[src/rtl/core/simeck64_block_cipher_core_assert.svh]
// ----------------------------------------------------------------------------
// Simeck64 core assertion macros
// Concurrent assertion wrappers, empty when SYNTH is defined.
// ----------------------------------------------------------------------------
`ifndef SIMECK64_BLOCK_CIPHER_CORE_ASSERT_SVH
`define SIMECK64_BLOCK_CIPHER_CORE_ASSERT_SVH

`ifndef SYNTH

// assertion disabled while the active-low reset is asserted
`define SIMECK_ASSERT(lbl, clk, rstn, prop, msg) \
    lbl: assert property (@(posedge clk) disable iff (!(rstn)) prop) else $error(msg);

// assertion that also holds during reset
`define SIMECK_ASSERT_ALWAYS(lbl, clk, prop, msg) \
    lbl: assert property (@(posedge clk) prop) else $error(msg);

`else

`define SIMECK_ASSERT(lbl, clk, rstn, prop, msg)

`define SIMECK_ASSERT_ALWAYS(lbl, clk, prop, msg)

`endif

`endif

[src/rtl/core/simeck64_pkg.sv]
// ----------------------------------------------------------------------------
// Simeck64 package
// Constants, command codes and controller/datapath interface types.
// ----------------------------------------------------------------------------
`default_nettype none

package simeck64_pkg;

    localparam int ROUNDS      = 44;
    localparam int RND_W       = $clog2(ROUNDS);
    localparam int KEY_IDX_W   = 6;
    localparam int WORD_W      = 32;
    localparam int BLOCK_W     = 64;
    localparam int CMD_W       = 2;
    localparam int S_TDATA_W   = 104;
    localparam int M_TDATA_W   = 64;

    localparam int IDX_LSB     = 0;
    localparam int SUBKEY_LSB  = IDX_LSB + KEY_IDX_W;
    localparam int BLOCK_LSB   = SUBKEY_LSB + WORD_W;

    typedef enum logic [CMD_W-1:0] {
        CMD_LOAD    = 2'd0,
        CMD_ENCRYPT = 2'd1,
        CMD_DECRYPT = 2'd2
    } cmd_t;

    typedef struct packed {
        logic start;
        logic decrypt;
        logic load;
        logic round_en;
        logic step_addr;
        logic finish;
    } ctrl_cmd_t;

    typedef struct packed {
        logic out_free;
    } dp_sts_t;

endpackage

`default_nettype wire

[src/rtl/core/simeck64_ctrl.sv]
// ----------------------------------------------------------------------------
// Simeck64 controller
// Accepts transactions, sequences the rounds and hands off the result.
// ----------------------------------------------------------------------------
`default_nettype none

`include "simeck64_block_cipher_core_assert.svh"

module simeck64_ctrl (
    input  wire logic                     aclk,
    input  wire logic                     aresetn,
    input  wire logic                     s_valid,
    input  wire logic [simeck64_pkg::CMD_W-1:0] s_cmd,
    output logic                          s_ready,
    input  wire simeck64_pkg::dp_sts_t    sts,
    output simeck64_pkg::ctrl_cmd_t       cmd
);
    import simeck64_pkg::*;

    typedef enum logic [2:0] {
        ST_IDLE  = 3'b001,
        ST_ROUND = 3'b010,
        ST_DONE  = 3'b100
    } state_t;

    localparam logic [RND_W-1:0] LAST_RND = RND_W'(ROUNDS - 1);

    state_t           state_reg, state_next;
    logic [RND_W-1:0] cnt_reg, cnt_next;
    logic             accept;

    assign s_ready = (state_reg == ST_IDLE);
    assign accept  = s_valid && s_ready;

    always_comb begin
        state_next = state_reg;
        cnt_next   = cnt_reg;
        cmd        = '0;
        unique case (state_reg)
            ST_IDLE: begin
                if (accept) begin
                    unique case (s_cmd)
                        CMD_LOAD: begin
                            cmd.load = 1'b1;
                        end
                        CMD_ENCRYPT, CMD_DECRYPT: begin
                            cmd.start   = 1'b1;
                            cmd.decrypt = (s_cmd == CMD_DECRYPT);
                            cnt_next    = '0;
                            state_next  = ST_ROUND;
                        end
                        default: begin
                            state_next = ST_IDLE;
                        end
                    endcase
                end
            end
            ST_ROUND: begin
                cmd.round_en  = 1'b1;
                cmd.step_addr = (cnt_reg != LAST_RND);
                cnt_next      = cnt_reg + 1'b1;
                if (cnt_reg == LAST_RND) begin
                    state_next = ST_DONE;
                end
            end
            ST_DONE: begin
                if (sts.out_free) begin
                    cmd.finish = 1'b1;
                    state_next = ST_IDLE;
                end
            end
            default: begin
                state_next = ST_IDLE;
            end
        endcase
    end

    always_ff @(posedge aclk) begin
        if (!aresetn) begin
            state_reg <= ST_IDLE;
            cnt_reg   <= '0;
        end else begin
            state_reg <= state_next;
            cnt_reg   <= cnt_next;
        end
    end

    `SIMECK_ASSERT(a_onehot_state, aclk, aresetn, $onehot(state_reg), "state not one-hot")
    `SIMECK_ASSERT(a_finish_free, aclk, aresetn, cmd.finish |-> sts.out_free, "result overrun")
    `SIMECK_ASSERT(a_start_round, aclk, aresetn, cmd.start |=> (state_reg == ST_ROUND), "no round after start")
    `SIMECK_ASSERT(a_last_round, aclk, aresetn, (cmd.round_en && !cmd.step_addr) |=> (state_reg == ST_DONE), "round count mismatch")

endmodule

`default_nettype wire

[src/rtl/core/simeck64_dp.sv]
// ----------------------------------------------------------------------------
// Simeck64 datapath
// Subkey memory, round register pair with one round unit, output register.
// ----------------------------------------------------------------------------
`default_nettype none

module simeck64_dp (
    input  wire logic                              aclk,
    input  wire logic                              aresetn,
    input  wire simeck64_pkg::ctrl_cmd_t           cmd,
    output simeck64_pkg::dp_sts_t                  sts,
    input  wire logic [simeck64_pkg::KEY_IDX_W-1:0] key_index,
    input  wire logic [simeck64_pkg::WORD_W-1:0]    subkey_value,
    input  wire logic [simeck64_pkg::BLOCK_W-1:0]   block_in,
    output logic      [simeck64_pkg::BLOCK_W-1:0]   block_out,
    output logic                                   out_valid,
    input  wire logic                              out_ready
);
    import simeck64_pkg::*;

    localparam logic [RND_W-1:0]   FIRST_DEC = RND_W'(ROUNDS - 1);
    localparam logic [KEY_IDX_W:0] DEPTH     = (KEY_IDX_W + 1)'(ROUNDS);

    logic [WORD_W-1:0]  key_mem [ROUNDS];
    logic [WORD_W-1:0]  key_q_reg;
    logic [RND_W-1:0]   kaddr_reg;
    logic [RND_W-1:0]   rd_addr;
    logic               dir_reg;
    logic [WORD_W-1:0]  l_reg, l_next;
    logic [WORD_W-1:0]  r_reg, r_next;
    logic [WORD_W-1:0]  l_round;
    logic [BLOCK_W-1:0] out_reg;
    logic               out_valid_reg, out_valid_next;
    logic               wr_en;

    assign wr_en = cmd.load && ({1'b0, key_index} < DEPTH);

    always_comb begin
        if (cmd.start) begin
            rd_addr = cmd.decrypt ? FIRST_DEC : '0;
        end else if (cmd.step_addr) begin
            rd_addr = dir_reg ? (kaddr_reg - 1'b1) : (kaddr_reg + 1'b1);
        end else begin
            rd_addr = kaddr_reg;
        end
    end

    always_ff @(posedge aclk) begin
        if (wr_en) begin
            key_mem[key_index[RND_W-1:0]] <= subkey_value;
        end
        key_q_reg <= key_mem[rd_addr];
    end

    assign l_round = (l_reg & {l_reg[WORD_W-6:0], l_reg[WORD_W-1:WORD_W-5]})
                   ^ {l_reg[WORD_W-2:0], l_reg[WORD_W-1]}
                   ^ r_reg ^ key_q_reg;

    always_comb begin
        l_next = l_reg;
        r_next = r_reg;
        if (cmd.start) begin
            l_next = cmd.decrypt ? block_in[WORD_W-1:0] : block_in[BLOCK_W-1:WORD_W];
            r_next = cmd.decrypt ? block_in[BLOCK_W-1:WORD_W] : block_in[WORD_W-1:0];
        end else if (cmd.round_en) begin
            l_next = l_round;
            r_next = l_reg;
        end
    end

    always_ff @(posedge aclk) begin
        kaddr_reg <= rd_addr;
        l_reg     <= l_next;
        r_reg     <= r_next;
        if (cmd.start) begin
            dir_reg <= cmd.decrypt;
        end
        if (cmd.finish) begin
            out_reg <= dir_reg ? {r_reg, l_reg} : {l_reg, r_reg};
        end
    end

    always_comb begin
        out_valid_next = out_valid_reg;
        if (cmd.finish) begin
            out_valid_next = 1'b1;
        end else if (out_ready) begin
            out_valid_next = 1'b0;
        end
    end

    always_ff @(posedge aclk) begin
        if (!aresetn) begin
            out_valid_reg <= 1'b0;
        end else begin
            out_valid_reg <= out_valid_next;
        end
    end

    assign sts.out_free = !out_valid_reg || out_ready;
    assign out_valid    = out_valid_reg;
    assign block_out    = out_reg;

endmodule

`default_nettype wire

[src/rtl/core/simeck64_block_cipher_core.sv]
// ----------------------------------------------------------------------------
// Simeck64 block cipher core
// Simeck64/128 with 44 rounds and externally loaded round subkeys.
// ----------------------------------------------------------------------------
// An encrypt or decrypt transaction runs in steps: the accepting cycle latches
// the block and primes the subkey memory read, the rounds run on the single
// shared round unit (one round per cycle, fed by one read port of the subkey
// memory), and a final step hands the result to the output register. The
// hand-off step repeats while an earlier result still waits unaccepted on the
// output side. The next transaction is accepted while a result waits on the
// output side. Subkey entries must be loaded before a block uses them.
`default_nettype none

module simeck64_block_cipher_core (
    input  wire logic                                  aclk,
    input  wire logic                                  aresetn,
    input  wire logic                                  s_axis_tvalid,
    output logic                                       s_axis_tready,
    // [5:0] key_index, [37:6] subkey_value, [101:38] block_in, [103:102] zero
    input  wire logic [simeck64_pkg::S_TDATA_W-1:0]    s_axis_tdata,
    // [1:0] cmd
    input  wire logic [simeck64_pkg::CMD_W-1:0]        s_axis_tuser,
    output logic                                       m_axis_tvalid,
    input  wire logic                                  m_axis_tready,
    // [63:0] block_out
    output logic      [simeck64_pkg::M_TDATA_W-1:0]    m_axis_tdata
);
    import simeck64_pkg::*;

    ctrl_cmd_t cmd;
    dp_sts_t   sts;

    simeck64_ctrl u_ctrl (
        .aclk    (aclk),
        .aresetn (aresetn),
        .s_valid (s_axis_tvalid),
        .s_cmd   (s_axis_tuser),
        .s_ready (s_axis_tready),
        .sts     (sts),
        .cmd     (cmd)
    );

    simeck64_dp u_dp (
        .aclk         (aclk),
        .aresetn      (aresetn),
        .cmd          (cmd),
        .sts          (sts),
        .key_index    (s_axis_tdata[IDX_LSB +: KEY_IDX_W]),
        .subkey_value (s_axis_tdata[SUBKEY_LSB +: WORD_W]),
        .block_in     (s_axis_tdata[BLOCK_LSB +: BLOCK_W]),
        .block_out    (m_axis_tdata),
        .out_valid    (m_axis_tvalid),
        .out_ready    (m_axis_tready)
    );

endmodule

`default_nettype wire

[config.mk]
export PLATFORM = sky130hd
export DESIGN_NAME = simeck64_block_cipher_core
export DESIGN_NICKNAME = d
export VERILOG_FILES = /design/src/rtl/core/simeck64_pkg.sv /design/src/rtl/core/simeck64_ctrl.sv /design/src/rtl/core/simeck64_dp.sv /design/src/rtl/core/simeck64_block_cipher_core.sv
export VERILOG_INCLUDE_DIRS = /design/src /design/src/rtl/core
export SDC_FILE = /design/constraint.sdc
export NUM_CORES = 2
export LEC_CHECK = 0
export BUFFER_PORTS_ARGS = -buffer_cell sky130_fd_sc_hd__buf_2
export CAP_MARGIN = 20
export CORE_UTILIZATION = 60
export CTS_CLUSTER_SIZE = 12
export DETAILED_ROUTE_END_ITERATION = 7
export HOLD_SLACK_MARGIN = 0.03
export PLACE_DENSITY_LB_ADDON = 0.3
export SYNTH_ARGS = -nofsm -noshare
export SYNTH_HDL_FRONTEND = slang
export SYNTH_HIERARCHICAL = 1
export SYNTH_SLANG_ARGS = --single-unit
[constraint.sdc]
create_clock -name aclk -period 7.94 [get_ports aclk]
set_input_delay 1.588 -clock aclk [delete_from_list [all_inputs] [get_ports aclk]]
set_output_delay 1.588 -clock aclk [all_outputs]
set_load 0.02 [all_outputs]
# After elaboration in Yosys (flattened, before gate mapping)
# Memory sizes are Yosys's and may differ from the RTL's. A register that Yosys moved wholly into a read port is not among the register bits.
# Cells that the tools add are included.
# totals
ramBits	1408
regBits	145
in_bits	110
memories	1
output_inout_bits	66
wordCells	70
# classes
muxes	30
n_eq_ne	12
n_addsub	3
n_bitwise	4
order_cmp	1
reduce_logical	11
# memory_table
memory	words	word_bits	rd	rd_ports_with_merged_regs	wr	line	rtl
u_dp.key_mem	44	32	1	1	1	simeck64_dp.sv:24	logic [WORD_W-1:0] key_mem [ROUNDS];
# op_table
cell	count
2-to-1 mux 32 bit	6
XOR 32 bit	3
2-to-1 mux 64 bit	1
2-to-1 mux 6 bit	6
AND 32 bit	1
2-to-1 mux 3 bit	5
adder 6 x 1 -> 6 bit, second input constant	2
one-hot mux 6 bit (2 select lines)	1
one-hot mux 3 bit (3 select lines)	1
!= test 2 bit, second input constant	4
2-to-1 mux 1 bit	7
== test 6 bit, second input constant	1
less-than comparator 6 bit, second input constant	1
!= test 6 bit, second input constant	1
one-hot mux 3 bit (2 select lines)	1
nonzero test 2 bit	3
subtractor 6 x 1 -> 6 bit, second input constant	1
2-to-1 mux 2 bit	2
AND reduction 4 bit	1
== test 3 x 1 -> 1 bit, second input constant	1
== test 3 x 2 -> 1 bit, second input constant	1
== test 3 bit, second input constant	1
AND reduction 3 bit	1
== test 2 x 1 -> 1 bit, second input constant	1
other kinds (7)	8

# Depth between registers and ports, before layout
# depth
ltp_word	8
mapped_depth	15
depth_no_buf	12

# By module
# The synthesis kept the hierarchy.
# by_module_without_submodules
module	seq_area_each_um2	cells_per_inst	n_inst	area_per_inst_um2
simeck64_dp	46935.0	3267	1	62912.8
simeck64_ctrl	180.2	72	1	684.4

# Least setup slack after synthesis
# OpenSTA, ideal clock, no wires.
# synth_path
kind	input -> register
from	in m_axis_tready
to	reg u_dp.out_reg[0] (netlist: u_dp/block_out[0]), enable pin
setup_ps	580
n_path_buf	0
t_required_ps	7360
arrival_ps	6451
setup_slack_ps	909
stages	2
path_cell_list	nand2b_1 nor3b_1
# synth_lines
item	line	rtl
start: declaration	simeck64_block_cipher_core.sv:24	input wire logic m_axis_tready,
end signal: assignment	simeck64_dp.sv:79	out_reg <= dir_reg ? {r_reg, l_reg} : {l_reg, r_reg};
end: declaration	simeck64_dp.sv:32	logic [BLOCK_W-1:0] out_reg;

==> results.cfg <==
[sta]
worstMarginPinSlew_ns = 1.187
fmax_mhz = 185.8
slew_viol_final = 0
relSlewSlack_pct = 20.86
setup_viol = 0
hold_violations = 0
tns_ns = 0
min_period_ns = 5.381
whs_ns = 0.5137
fin_worst_skew_ns = 0.01785
rsz0062_at_grt = false
fin_crit_sh_pct = 67.77

[route]
drtIter0Drc = 4120
wl_per_cell_um = 29.68
ant_nets = 0
drc = 0
first_pass_iters = 6
via_per_inst = 6.649
routed-via-count = 33620
drt-total-wl_um = 150100

[cts]
cts_hold_buf = 0
cts_tree = done
numCtsBuffers = 159
clock-sinks = 1585
worstSkewPairLatency_ns = 0.76
cts_resized = 0
ctsRootBufferMaster = clkbuf_16
cts_htree_levels = 4
cts_max_path_buffers = 3
cts_setup_buffers = 0
clkSlewWorstSetupHoldPaths_ns = 0.06

[setup_path]
cp.depth = 13
crit_required_ns = 8.48
start_kind = primary input
cpMostUsedCell = mux2i_1
cp_top_family = multiplexers
worstSetupPathType = in2reg
critPathBufInv = 5
path_cells = buf_2, inv_1, ha_1, inv_1, nor2_4, buf_4, o21ai_4, buf_4, mux4_2, mux2i_1, mux2i_1, mux2i_1, a211oi_1
cp_max_fo = 52
reg2regPathDepth = 11
slowest_delay_ns = 0.75
slowest_stage = o21ai_4
end_kind = register
cp.arrival_ns = 5.92

[logic_synthesis]
synth-main-ff-cell = edfxtp_1
synth_edf_count = 1537
yosysWarnings = 6
syn_area_mm2 = 0.06360
syn-instance-count = 3339
synth_seq_cells = 1585
ys_types = 67
async_flop_share_pct = 0
synth_nets = 3457
syn_avg_cell_area_um2 = 19.05
ys_seq_area_share_pct = 74.08

[layout]
multi_input_area_mm2 = 0.01583
syn_to_final_growth_pct = 11.65
register_area_mm2 = 0.04712
nFillCells = 6583
design_area_mm2 = 0.07101
num-nets-final = 3679
drive_above_1_share_pct = 24.95
largest_reg_flops = 1408
fin_cells = 5057

[place]
post_dp_cell_area_mm2 = 0.06637
hpwl_um = 80900
placed_cells = 4791
port_buffers = 173
place.gp.congestion = 0.8375

[die]
pin_count = 176
start_util_pct = 60.50
die_w_um = 327.6
die_area_mm2 = 0.1073
fp-row-count = 119
core_area_mm2 = 0.1051
die_h_um = 327.6

[status]
status = completed

[worst_hold_path]
min_path_type = reg2reg
min_delay_path_depth = 1

[power_and_ir_drop]
ir_drop_v = 0.0001860
leakage_uw = 0.02292
p_total_uw = 19400
p_per_area_mw_per_mm2 = 273.2

[grt]
grt-ovfl-total = 0
grt_pass1_vias = 33790
grt_max_degree = 106
antenna_found_initial = 10
grt_pass1_wl_um = 218700
grt_usage_pct = 28.10

[job]
drv_cap = 0
[report_power, final]
part / internal (uW) / switching [uW] / leakage, uW
combinational: 1260 / 1730 / 0.00645
clock: 3820 / 2980 / 0.00224
sequential: 9410 / 192 / 0.0142
total: 14500 / 4900 / 0.0229
[cell families after synthesis]
group	synth area share, %
buffers and inverters	1.662
muxes	15.97
adders and majority gates	0.1692
xor gates and xnor gates	1.350
AOI/OAI and AO/OA	3.644
and+or+nand+nor	3.126
DFF	74.08
[routing by layer]
metal / GRT usage, % / wire length [um] / vias up
li1: - / - / 13990
met1: 38.15 / 55950 / 17250
met2: 45.49 / 73440 / 2043
met3: 5.827 / 16040 / 326
met4: 10.37 / 4556 / 14
met5: 0 / 80 / -
[cell type report]
type / instances / share of cell area [%]
sequential: 1585 / 66.35
multi-input combinational: 1541 / 22.29
clock buffer: 226 / 6.060
tap: 1391 / 2.451
timing repair buffer: 255 / 2.263
clock inverter: 37 / 0.4546
inverter: 19 / 0.1145
antenna: 3 / 0.01057
[cells in the final DEF (no fill, tap or decap), types with 72 or more instances in the layout]
cell / count
a21oi_1: 103
buf_2: 173
buf_4: 72
clkbuf_16: 161
edfxtp_1: 1537
mux2_2: 126
mux2i_1: 291
mux4_2: 258
nand2_1: 163
nor2_1: 103
xnor2_1: 97
[path summary, 6_finish.rpt]
check / endpoint / slack [ns] / from
worst max-delay path: u_dp/key_q_reg[27] / 2.56 / s_axis_tuser[0]
worst min-delay path: u_ctrl/cnt_reg[0] / 0.51 / u_ctrl/cnt_reg[0]
worst max register to register: u_dp/key_q_reg[27] / 3.07 / u_ctrl/state_reg[1]
worst min register to register: u_ctrl/cnt_reg[0] / 0.51 / u_ctrl/cnt_reg[0]
[cell usage after synthesis, types with 32 or more instances]
library cell	count	share of area, %
nor2_1	152	0.90
clkbuf_1	79	0.47
buf_2	65	0.51
a21oi_1	103	0.81
buf_4	37	0.44
nor4_1	62	0.61
mux2_2	126	2.2
a311o_1	32	0.50
dfxtp_1	48	1.5
mux2i_1	291	4.6
o22ai_1	65	0.64
edfxtp_1	1537	73
xnor2_1	97	1.3
mux4_2	258	9.1
nand2_1	165	0.97
[metrics by stage]
step / worst slack (ns) / utilization (%)
after floorplan: 0.9091 / -
after global placement: 2.011 / 63.14
after detailed placement: 1.919 / 63.14
after CTS: 2.675 / 67.54
after global routing: 2.306 / 67.55
final: 2.559 / 67.55
Note: power is estimated with default switching activity, not from simulation.
